### src/hw/rtl/afed_pkg.sv
// ----------------------------------------------------------------------------
// afed_pkg
// Shared constants for the alarm frame edge event decoder: captured byte
// positions, frame header and trailer codes, configuration register indexes.
// ----------------------------------------------------------------------------
`default_nettype none

package afed_pkg;

    // configuration register indexes
    localparam logic CFG_ADAS_DEVICE = 1'b0;
    localparam logic CFG_DSM_DEVICE  = 1'b1;

    // only these byte positions of a frame are ever looked at
    localparam int CAP_N = 16;
    typedef logic [5:0] cap_pos_t;
    localparam cap_pos_t CAP_POS [CAP_N] = '{
        6'd0, 6'd1, 6'd2, 6'd3, 6'd4, 6'd8, 6'd10, 6'd11,
        6'd19, 6'd20, 6'd21, 6'd22, 6'd23, 6'd29, 6'd36, 6'd45
    };

    // slot of each position in CAP_POS
    localparam int CI_B0  = 0;
    localparam int CI_B1  = 1;
    localparam int CI_B2  = 2;
    localparam int CI_B3  = 3;
    localparam int CI_B4  = 4;
    localparam int CI_B8  = 5;
    localparam int CI_B10 = 6;
    localparam int CI_B11 = 7;
    localparam int CI_B19 = 8;
    localparam int CI_B20 = 9;
    localparam int CI_B21 = 10;
    localparam int CI_B22 = 11;
    localparam int CI_B23 = 12;
    localparam int CI_B29 = 13;
    localparam int CI_B36 = 14;
    localparam int CI_B45 = 15;

    // camera alarm fields, in event order
    localparam int ADAS_FIELDS = 7;
    localparam int ADAS_CI [ADAS_FIELDS] = '{
        CI_B10, CI_B11, CI_B19, CI_B20, CI_B21, CI_B22, CI_B23
    };

    // frame lengths
    localparam int LEN_ADAS    = 37;
    localparam int LEN_LITE    = 5;
    localparam int LEN_STD_MIN = 46;
    localparam int LEN_STD_END = 92;

    // header, trailer and field codes
    localparam logic [7:0] HDR_START = 8'h5b;
    localparam logic [7:0] ID_ADAS   = 8'h49;
    localparam logic [7:0] TRL_ADAS  = 8'h5d;
    localparam logic [7:0] ID_DSM    = 8'h79;
    localparam logic [7:0] ID_LITE   = 8'h42;
    localparam logic [7:0] TRL_DSM   = 8'h5f;
    localparam logic [7:0] VAL_TWO   = 8'h02;
    localparam logic [7:0] VAL_ONE   = 8'h01;
    localparam logic [7:0] VAL_ZERO  = 8'h00;

    // event mask, bit k-1 means event k
    localparam int EV_N = 8;
    typedef logic [EV_N-1:0] ev_mask_t;

endpackage

`default_nettype wire

### src/hw/rtl/alarm_frame_edge_event_decoder.sv
// path: last byte -> input register -> event mask register, which drives m_*
// throughput: one byte per cycle unless stalled; n events of a frame go out one by one,
//   and the next burst's closing byte waits in the input register until the last one goes
// reset: async active low; clears byte count, previous-field stores, pending events,
//   and loads device codes 1 and 2
// ----------------------------------------------------------------------------
// alarm_frame_edge_event_decoder
// Captures bytes of each receive burst, classifies the frame at burst end and
// emits one event per newly raised alarm.
// ----------------------------------------------------------------------------
`default_nettype none

module alarm_frame_edge_event_decoder #(
    parameter int BURST_LIMIT = 128
) (
    input  wire logic        clk,
    input  wire logic        rst_n,
    // config write
    input  wire logic        cfg_we,
    input  wire logic        cfg_index,
    input  wire logic [7:0]  cfg_data,
    // received bytes
    input  wire logic        s_tvalid,
    output logic             s_tready,
    input  wire logic [7:0]  s_tdata,   // [7:0] rx_byte
    input  wire logic        s_tlast,   // burst_end
    // events
    output logic             m_tvalid,
    input  wire logic        m_tready,
    output logic [15:0]      m_tdata,   // [7:0] device_code, [11:8] event_code, [15:12] zero
    output logic             m_tlast    // last_event
);

    localparam int CNT_W = $clog2(BURST_LIMIT + 1);

    logic                   in_valid_reg, in_valid_next;
    logic [7:0]             in_byte_reg;
    logic                   in_end_reg;
    logic [CNT_W-1:0]       cnt_reg, cnt_next;
    logic [7:0]             cap_reg [afed_pkg::CAP_N];
    logic [7:0]             adas_prev_reg [afed_pkg::ADAS_FIELDS];
    logic [7:0]             dsm_prev_reg [3];
    logic [7:0]             adas_code_reg, dsm_code_reg;
    afed_pkg::ev_mask_t     mask_reg, mask_next;
    logic [7:0]             dev_reg, dev_next;

    logic [7:0]             v [afed_pkg::CAP_N];
    logic [CNT_W-1:0]       len;
    logic                   close, proc, out_take, last_one, ev_free;
    logic                   adas_hit, lite_hit, std_hit;
    afed_pkg::ev_mask_t     ev_mask, mask_rest;
    logic [7:0]             r3, r8;
    logic [3:0]             ev_code;

    // view of captured bytes including the one being processed
    always_comb
    begin
        for (int i = 0; i < afed_pkg::CAP_N; i++)
        begin
            v[i] = (cnt_reg == CNT_W'(afed_pkg::CAP_POS[i])) ? in_byte_reg : cap_reg[i];
        end
    end

    assign len   = cnt_reg + CNT_W'(1);
    assign close = in_end_reg || (len == CNT_W'(BURST_LIMIT));

    always_comb
    begin
        adas_hit = (len == CNT_W'(afed_pkg::LEN_ADAS))
                && (v[afed_pkg::CI_B0] == afed_pkg::HDR_START)
                && (v[afed_pkg::CI_B1] == afed_pkg::ID_ADAS)
                && (v[afed_pkg::CI_B36] == afed_pkg::TRL_ADAS);
        lite_hit = (len == CNT_W'(afed_pkg::LEN_LITE))
                && (v[afed_pkg::CI_B0] == afed_pkg::HDR_START)
                && (v[afed_pkg::CI_B1] == afed_pkg::ID_DSM)
                && (v[afed_pkg::CI_B2] == afed_pkg::ID_LITE)
                && (v[afed_pkg::CI_B4] == afed_pkg::TRL_DSM);
        std_hit  = (len >= CNT_W'(afed_pkg::LEN_STD_MIN))
                && (len < CNT_W'(afed_pkg::LEN_STD_END))
                && (v[afed_pkg::CI_B0] == afed_pkg::HDR_START)
                && (v[afed_pkg::CI_B1] == afed_pkg::ID_DSM)
                && (v[afed_pkg::CI_B45] == afed_pkg::TRL_DSM);

        r3 = v[afed_pkg::CI_B3] & ~dsm_prev_reg[0];
        r8 = v[afed_pkg::CI_B8] & ~dsm_prev_reg[1];

        ev_mask = '0;
        if (adas_hit)
        begin
            for (int i = 0; i < 5; i++)
            begin
                ev_mask[i] = (v[afed_pkg::ADAS_CI[i]] == afed_pkg::VAL_TWO)
                          && (adas_prev_reg[i] != afed_pkg::VAL_TWO);
            end
            ev_mask[5] = ((v[afed_pkg::CI_B22] == afed_pkg::VAL_ONE)
                       || (v[afed_pkg::CI_B22] == afed_pkg::VAL_TWO))
                      && (adas_prev_reg[5] == afed_pkg::VAL_ZERO);
            ev_mask[6] = (v[afed_pkg::CI_B23] == afed_pkg::VAL_ONE)
                      && (adas_prev_reg[6] != afed_pkg::VAL_ONE);
            ev_mask[7] = (v[afed_pkg::CI_B23] == afed_pkg::VAL_TWO)
                      && (adas_prev_reg[6] != afed_pkg::VAL_TWO);
        end
        else if (lite_hit)
        begin
            // lite frame has no event 6
            ev_mask = {r3[6], r3[5], 1'b0, r3[4:0]};
        end
        else if (std_hit)
        begin
            ev_mask = {v[afed_pkg::CI_B29][4] & ~dsm_prev_reg[2][4],
                       v[afed_pkg::CI_B29][0] & ~dsm_prev_reg[2][0],
                       r8[5:0]};
        end
    end

    // output side
    assign mask_rest = mask_reg & (mask_reg - afed_pkg::ev_mask_t'(1));
    assign last_one  = (mask_rest == '0);
    assign m_tvalid  = (mask_reg != '0);
    assign out_take  = m_tvalid && m_tready;
    assign ev_free   = !m_tvalid || (out_take && last_one);

    always_comb
    begin
        ev_code = '0;
        for (int i = afed_pkg::EV_N - 1; i >= 0; i--)
        begin
            if (mask_reg[i])
            begin
                ev_code = 4'(i + 1);
            end
        end
    end

    assign m_tdata = {4'b0000, ev_code, dev_reg};
    assign m_tlast = last_one;

    // a closing byte waits until the event register is free
    assign proc     = in_valid_reg && (!close || ev_free);
    assign s_tready = !in_valid_reg || proc;

    always_comb
    begin
        in_valid_next = in_valid_reg;
        if (s_tvalid && s_tready)
        begin
            in_valid_next = 1'b1;
        end
        else if (proc)
        begin
            in_valid_next = 1'b0;
        end

        cnt_next = cnt_reg;
        if (proc)
        begin
            cnt_next = close ? '0 : len;
        end

        mask_next = mask_reg;
        dev_next  = dev_reg;
        if (proc && close)
        begin
            mask_next = ev_mask;
            dev_next  = adas_hit ? adas_code_reg : dsm_code_reg;
        end
        else if (out_take)
        begin
            mask_next = mask_rest;
        end
    end

    always_ff @(posedge clk or negedge rst_n)
    begin
        if (!rst_n)
        begin
            in_valid_reg  <= 1'b0;
            cnt_reg       <= '0;
            mask_reg      <= '0;
            adas_code_reg <= 8'd1;
            dsm_code_reg  <= 8'd2;
            for (int i = 0; i < afed_pkg::ADAS_FIELDS; i++)
            begin
                adas_prev_reg[i] <= '0;
            end
            for (int i = 0; i < 3; i++)
            begin
                dsm_prev_reg[i] <= '0;
            end
        end
        else
        begin
            in_valid_reg <= in_valid_next;
            cnt_reg      <= cnt_next;
            mask_reg     <= mask_next;
            if (cfg_we)
            begin
                unique case (cfg_index)
                    afed_pkg::CFG_ADAS_DEVICE: adas_code_reg <= cfg_data;
                    afed_pkg::CFG_DSM_DEVICE:  dsm_code_reg  <= cfg_data;
                    default: ;
                endcase
            end
            if (proc && close && adas_hit)
            begin
                for (int i = 0; i < afed_pkg::ADAS_FIELDS; i++)
                begin
                    adas_prev_reg[i] <= v[afed_pkg::ADAS_CI[i]];
                end
            end
            if (proc && close && (lite_hit || std_hit))
            begin
                dsm_prev_reg[0] <= v[afed_pkg::CI_B3];
            end
            if (proc && close && std_hit)
            begin
                dsm_prev_reg[1] <= v[afed_pkg::CI_B8];
                dsm_prev_reg[2] <= v[afed_pkg::CI_B29];
            end
        end
    end

    // payload registers
    always_ff @(posedge clk)
    begin
        dev_reg <= dev_next;
        if (s_tvalid && s_tready)
        begin
            in_byte_reg <= s_tdata;
            in_end_reg  <= s_tlast;
        end
        if (proc)
        begin
            for (int i = 0; i < afed_pkg::CAP_N; i++)
            begin
                if (cnt_reg == CNT_W'(afed_pkg::CAP_POS[i]))
                begin
                    cap_reg[i] <= in_byte_reg;
                end
            end
        end
    end

endmodule

`default_nettype wire

### config.mk
export PLATFORM = sky130hd
export DESIGN_NAME = alarm_frame_edge_event_decoder
export DESIGN_NICKNAME = d
export VERILOG_FILES = /design/src/hw/rtl/afed_pkg.sv /design/src/hw/rtl/alarm_frame_edge_event_decoder.sv
export SDC_FILE = /design/constraint.sdc
export NUM_CORES = 1
export LEC_CHECK = 0
export BUFFER_PORTS_ARGS = -buffer_cell sky130_fd_sc_hd__buf_2
export CORE_MARGIN = 2
export CORE_UTILIZATION = 35
export DETAILED_ROUTE_END_ITERATION = 10
export HOLD_SLACK_MARGIN = 0.15
export PLACE_DENSITY_LB_ADDON = 0.15
export SLEW_MARGIN = 20
export SYNTH_ARGS = -nofsm -noshare
export SYNTH_HDL_FRONTEND = slang
export SYNTH_SLANG_ARGS = --single-unit
### constraint.sdc
create_clock -name clk -period 2.9 [get_ports clk]
set_input_delay 0.58 -clock clk [delete_from_list [all_inputs] [get_ports clk]]
set_output_delay 0.58 -clock clk [all_outputs]
set_load 0.05 [all_outputs]
==> results of run 1 <==
## power by group through the flow
stage / sequential, mW / clock, mW / combinational (mW)
6_report: 3.81 / 3.18 / 0.791
5_1_grt: 3.83 / 3.41 / 0.861
4_1_cts: 3.81 / 3.26 / 0.752
3_5_place_dp: 3.88 / 0 / 0.738
3_3_place_gp: 3.88 / 0 / 0.738
2_1_floorplan: 3.89 / 0 / 0.396
## routing by layer
metal / GRT usage, % / wire length (um) / up-vias / part of all wire [%]
met5: 0 / 0 / - / 0
met4: 4.52 / 812 / 0 / 3.1
met1: 22.6 / 12400 / 3564 / 47
met3: 2.17 / 814 / 44 / 3.1
li1: - / - / 3505 / -
met2: 26.4 / 12200 / 141 / 47
## metrics by stage
stage	instances	instance area (um2)	hold WS, ns
2_1_floorplan	873	10900	0.284
3_5_place_dp	1355	12200	0.462
4_1_cts	1409	13100	0.209
6_report	1423	13500	0.233
3_3_place_gp	1355	12200	0.462
5_1_grt	1423	13500	0.205
## critical path, stage by stage, from the launching register on
cell and delay, ns:
dfrtp_1 0.43, or3_4 0.45, a211oi_2 0.24, o21ai_2 0.08
o41ai_2 0.06, buf_4 0.17, buf_6 0.12, nor3_4 0.05
inv_1 0.06, buf_6 0.15
## synthesized netlist by cell type, drive strengths merged (3+ instances only)
| master | count |
|---|---|
| or4 | 5 |
| or4b | 3 |
| nor2b | 14 |
| mux2 | 54 |
| nand4 | 12 |
| o31ai | 7 |
| a211oi | 4 |
| buf | 18 |
| clkbuf | 37 |
| nand3 | 11 |
| nand4bb | 3 |
| o21ai | 82 |
| nand4b | 3 |
| or3b | 4 |
| nor4bb | 3 |
| inv | 16 |
| dfrtp | 102 |
| edfxtp | 136 |
| nor2 | 52 |
| and3 | 4 |
| maj3 | 3 |
| xnor2 | 3 |
| a22oi | 8 |
| nor4b | 14 |
| a21oi | 19 |
| nor3 | 10 |
| mux2i | 56 |
| nand2b | 9 |
| or2 | 4 |
| or3 | 9 |
| o211ai | 3 |
| nor4 | 22 |
| o41ai | 3 |
| ha | 6 |
| a31oi | 3 |
| o21bai | 3 |
| and2 | 4 |
| nand2 | 85 |
| a221oi | 5 |
| xor2 | 3 |
| and4b | 3 |
## logic make-up (layout without fill, tap and decap cells)
| kind of cell | Yosys count | in the layout |
|---|---|---|
| and+or+nand+nor | 279 | 279 |
| DFF | 240 | 240 |
| AOI/OAI and AO/OA | 153 | 153 |
| muxes | 110 | 110 |
| buffers and inverters | 72 | 226 |
| adders and majority gates | 9 | 9 |
| xor gates and xnor gates | 6 | 6 |
| other | 1 | 4 |
## worst paths after layout
path	startpoint	to	cells after the start
min reg2reg	adas_prev_reg[33]	adas_prev_reg[33]	2
max	mask_reg[2]	s_tready	9
max in group asynchronous	rst_n	adas_code_reg[0]	3
min	s_tdata[4]	in_byte_reg[4]	1
min in group asynchronous	rst_n	adas_prev_reg[10]	2
max reg2reg	cnt_reg[4]	dev_reg[7]	7
## cell type report
class | instances | area (um2) | area share (%)
clock buffer | 41 | 768 | 5.70
clock inverter | 7 | 56.3 | 0.418
inverter | 17 | 63.8 | 0.473
multi-input combinational | 561 | 4130 | 30.6
sequential | 240 | 6700 | 49.7
tap | 396 | 495 | 3.67
timing repair buffer | 161 | 1280 | 9.48
## repair_timing
| action | in CTS | in global routing |
|---|---|---|
| hold endpoints to repair | 42 | 0 |
| gates cloned | 0 | 1 |
| pin swaps | 4 | 28 |
| hold buffers | 1 | 0 |
| endpoints found under the setup margin | 69 | 117 |
| buffers inserted | 5 | 13 |
| gates resized for setup | 19 | 82 |
==> results.ini, run 1 <==
[layout]
drive_gt1_share_pct=31.0
num-fill-cells=2854
final_cell_mix=136 x edfxtp_1, 110 x buf_4, 96 x dfrtp_1
layout.nets=1036
antenna_cells=0
largest_reg_flops=119
final_common_cell=edfxtp_1
area_growth_pct=24.9
fin_util_pct=44.2

[synthesis]
synthMuxAreaShare_pct=11.0
seq_area_frac_synth_pct=61.9
synth.distinct_cells=73
synthTopCellsByArea=edfxtp_1 38%, dfrtp_1 24%, mux2_2 5.4%, mux2i_1 5.1%, o21ai_0 3.8%
synth_top_cell_by_area=edfxtp_1
synth_top_family_by_area=simple AND/OR/NAND/NOR gates
synthAdderAreaFrac_pct=0.973
netlist_area_um2=10800
syn_inst=870
synth-main-ff-cell=edfxtp_1
syn_area_per_cell_um2=12.4
synth_top_area_share_pct=37.8
ys_warn_count=0
synth_compound_area_share_pct=8.63
synth_edf_count=136
synthArstFlopShare_pct=43.3
synth_xor_area_share_pct=0.487
synth-seq-cells=240
synth-simple-area-share_pct=14.1

[cts]
clkSinkCount=240
cts_made_buffers=26
cts_tree=built
path_clk_slew_ns=0.06
htreeDepth=1
clockRootBuffer=clkbuf_16
insertion_delay_ns=0.52
cts_buffer_depth=3

[pwr]
p_sw_share_pct=23.4
power.switching_mw=1.82
internal-power_mw=5.97
clkPwrFrac_pct=40.8
vdd_drop_max_uv=430
powerDensity_nw_per_um2=577
power.total_mw=7.78
power_leakage_nw=5.58
p_seq_share_pct=49.0
comb_power_share_pct=10.2

[setup_path]
rrSetupSlack_ns=-0.01
path_class=reg2out
cp.required_ns=2.32
arrival_ns=2.35
path_max_fanout=5
critPathLaunchType=register
cp-end-kind=primary output

[hold_path]
worstHoldPathType=in2reg

[routing]
wire_per_inst_um=18.4
drt_iter0_drc=379
antenna_left=0
drt_pass1_iterations=7
drcViolationCount=0
vias_per_cell=5.10
num_vias=7254
wl_mm=26.3

[timing]
setup_slack_ns=-0.0275
tightest_slew_ns=0.690
post-route-period-util_pct=101
hold_violations=0
post-route-min-period_ns=2.93
fmax_mhz=342
clock_skew_ns=0.00852
tns_ns=-0.0447
rsz0062_at_grt=true
maxSlewHeadroom_pct=53.8
slew_violations=0
setup_viol=3

[floorplanning]
coreArea_um2=30500
row_count=64
die_h_um=180
dieArea_um2=32300
start_util_pct=35.4
die_w_um=180
num_io_pins=42

[placement]
hpwl_mm=18.1
gp_congestion=0.790
pre_cts_ws_ns=-0.0743
port_buffers=37

[global_route]
grt_pass1_wl_mm=41.6
grt_pass1_vias=7279
grt-ovfl-total=0
grt_max_degree=46
globalRouteTotalUtil_pct=16.2
antenna_found_initial=0

[run]
cap_viol_max_count=0

[outcome]
violations=negative setup slack
status=complete, but fails checks

Note: power is estimated with default switching activity, not from simulation.
==> run 2, diff against run 1 <==
--- a/config.mk
+++ b/config.mk
@@ -7,4 +7,5 @@
 export LEC_CHECK = 0
 export BUFFER_PORTS_ARGS = -buffer_cell sky130_fd_sc_hd__buf_2
+export CAP_MARGIN = 20
 export CORE_MARGIN = 2
 export CORE_UTILIZATION = 35
==> constraint.sdc (replaced) <==
create_clock -name clk -period 2.9 [get_ports clk]
set_input_delay 0.435 -clock clk [delete_from_list [all_inputs] [get_ports clk]]
set_output_delay 0.435 -clock clk [all_outputs]
set_load 0.05 [all_outputs]
==> results.ini, run 2 (synthesized netlist as in run 1, its figures left out) <==
[floorplanning]
coreArea_um2=30500  ; unchanged
start_util_pct=35.4  ; unchanged
die_w_um=180  ; unchanged
dieArea_um2=32300  ; unchanged
num_io_pins=42  ; unchanged
row_count=64  ; unchanged
die_h_um=180  ; unchanged

[hold_path]
worstHoldPathType=in2reg

[setup_path]
cp_num_buf_inv=1  ; -3
path_max_fanout=13  ; +8
cpPeakStageDelay_ns=0.56  ; +0.11 ns
crit_family=simple AND/OR/NAND/NOR gates
cp-end-kind=register
cp.required_ns=3.16  ; +0.84 ns
crit_slowest_cell=or4_4
critPathLaunchType=register
crit_chain=or4_4 > or4b_4 > mux2_4 > nand3_4 > or2_4 > buf_12 > mux2_2
rrSetupSlack_ns=0.02  ; +0.03 ns
arrival_ns=3.14  ; +0.79 ns
path_class=reg2reg

[routing]
wl_met1_mm=11.7  ; -6.0%
drt_iter0_drc=395  ; +4.2%
highest_layer=met4
dr_wl_met3_um=951  ; +17%
dr_wl_met2_mm=12.6  ; +3.4%
drcViolationCount=0  ; unchanged
num_vias=7153  ; -1.4%
drt_pass1_iterations=4  ; -3
vias_per_cell=4.99  ; -2.1%
antenna_left=0  ; unchanged
wire_per_inst_um=18.0  ; -2.5%
wl_mm=25.8  ; -1.8%

[global_route]
grt_pass1_vias=7238  ; -0.56%
grt_max_degree=50  ; +8.7%
grt-ovfl-total=0  ; unchanged
grt_pass1_wl_mm=40.7  ; -2.0%
globalRouteTotalUtil_pct=15.9  ; -0.32 points
antenna_found_initial=0  ; unchanged

[placement]
pre_cts_ws_ns=-0.0938  ; -0.0195 ns
gp_congestion=0.798  ; +1.1%
port_buffers=37  ; unchanged
placed_area_um2=12200  ; -0.25%
hpwl_mm=17.8  ; -1.5%
dp_cells=1352  ; -0.22%

[pwr]
vdd_drop_max_uv=540  ; +25%
p_sw_share_pct=23.1  ; -0.22 points
comb_power_share_pct=10.1  ; about the same
powerDensity_nw_per_um2=581  ; +0.57%
p_seq_share_pct=48.6  ; -0.4 points
power_leakage_nw=5.57  ; about the same
clkPwrFrac_pct=41.3  ; +0.5 points
internal-power_mw=6.03  ; +1.0%
power.switching_mw=1.81  ; -0.22%

[timing]
slew_violations=0  ; unchanged
post-route-min-period_ns=2.88  ; -0.0454 ns
hold_violations=0  ; unchanged
tightest_slew_ns=0.804  ; +0.114 ns
clock_skew_ns=0.0206  ; +0.0121 ns
post-route-period-util_pct=99.4  ; -1.6 points
setup_slack_ns=0.0179  ; +0.0454 ns
tns_ns=0  ; +0.0447 ns
setup_viol=0  ; -3
maxSlewHeadroom_pct=46.3  ; -7.6 points
rsz0062_at_grt=true
fmax_mhz=347  ; +1.6%

[outcome]
status=complete, no violations

[cts]
clkSinkCount=240  ; unchanged
cts_made_buffers=27  ; +3.8%
cts_tree=built
clockRootBuffer=clkbuf_16
path_clk_slew_ns=0.06  ; about the same
htreeDepth=1  ; unchanged
insertion_delay_ns=0.53  ; about the same
cts_buffer_depth=3  ; unchanged

[layout]
area_growth_pct=25.1
drive_gt1_share_pct=29.0  ; -1.9 points
final_cells=1433  ; +0.70%
final_cell_mix=136 x edfxtp_1, 106 x buf_4, 98 x dfrtp_1
fin_area_um2=13500  ; +0.16%
num-fill-cells=2823  ; -1.1%
largest_reg_flops=119  ; unchanged
antenna_cells=0  ; unchanged
layout.nets=1046  ; +0.97%
final_common_cell=edfxtp_1

[run]
cap_viol_max_count=0  ; unchanged

## run 2: routing by layer
metal	GRT usage (%)	up-vias
li1	-	3532
met1	22.0	3481
met2	26.6	107
met3	1.97	33
met4	3.64	0
met5	0	-
## run 2: final cells by class
class / count / area, um2 / share of cell area [%]
Tap cell: 396 / 495 / 3.67
Multi-Input combinational cell: 561 / 4010 / 29.7
Inverter: 17 / 67.6 / 0.500
Timing Repair Buffer: 170 / 1400 / 10.3
Clock inverter: 14 / 111 / 0.824
Sequential cell: 240 / 6690 / 49.6
Clock buffer: 35 / 736 / 5.45
## run 2: worst reg2reg max path: cells and delay by family (launching register included)
kind / cells / cell delay [ns]
buf+inv: 1 / 0.13
flops: 1 / 0.39
mux: 2 / 0.72
simple gates: 4 / 1.36
## run 2: timing repair
action	in CTS	in global routing
setup endpoints to repair	77	118
endpoints found under the hold margin	57	0
gates cloned	0	2
gates resized for setup	14	67
pin swaps	5	14
hold buffers	12	0
setup buffers	3	17
## run 2: worst paths after layout
kind,from,endpoint,depth (start not counted)
worst min-delay path,cfg_data[2],dsm_code_reg[2],2
max in group asynchronous,rst_n,adas_code_reg[0],3
worst min register to register,adas_prev_reg[41],adas_prev_reg[41],2
worst max-delay path,cnt_reg[6],dev_reg[5],7
min in group asynchronous,rst_n,adas_prev_reg[19],2
worst max register to register,cnt_reg[6],dev_reg[5],7
## run 2: power groups by stage
stage                     combinational [mW]  clock [mW]  sequential, mW
after global placement                 0.739           0            3.88
after detailed placement               0.741           0            3.88
after CTS                              0.765        3.35            3.81
after global routing                   0.864        3.47            3.82
final                                  0.791        3.24            3.81
after floorplan                        0.395           0            3.89
## run 2: stage by stage
step | utilization (%) | power [mW] | hold slack [ns]
after detailed placement | 39.8 | 4.62 | 0.471
after CTS | 43.2 | 7.93 | 0.155
after global placement | 39.8 | 4.62 | 0.462
after floorplan | - | 4.29 | 0.139
final | 44.3 | 7.84 | 0.170
after global routing | 44.3 | 8.16 | 0.163
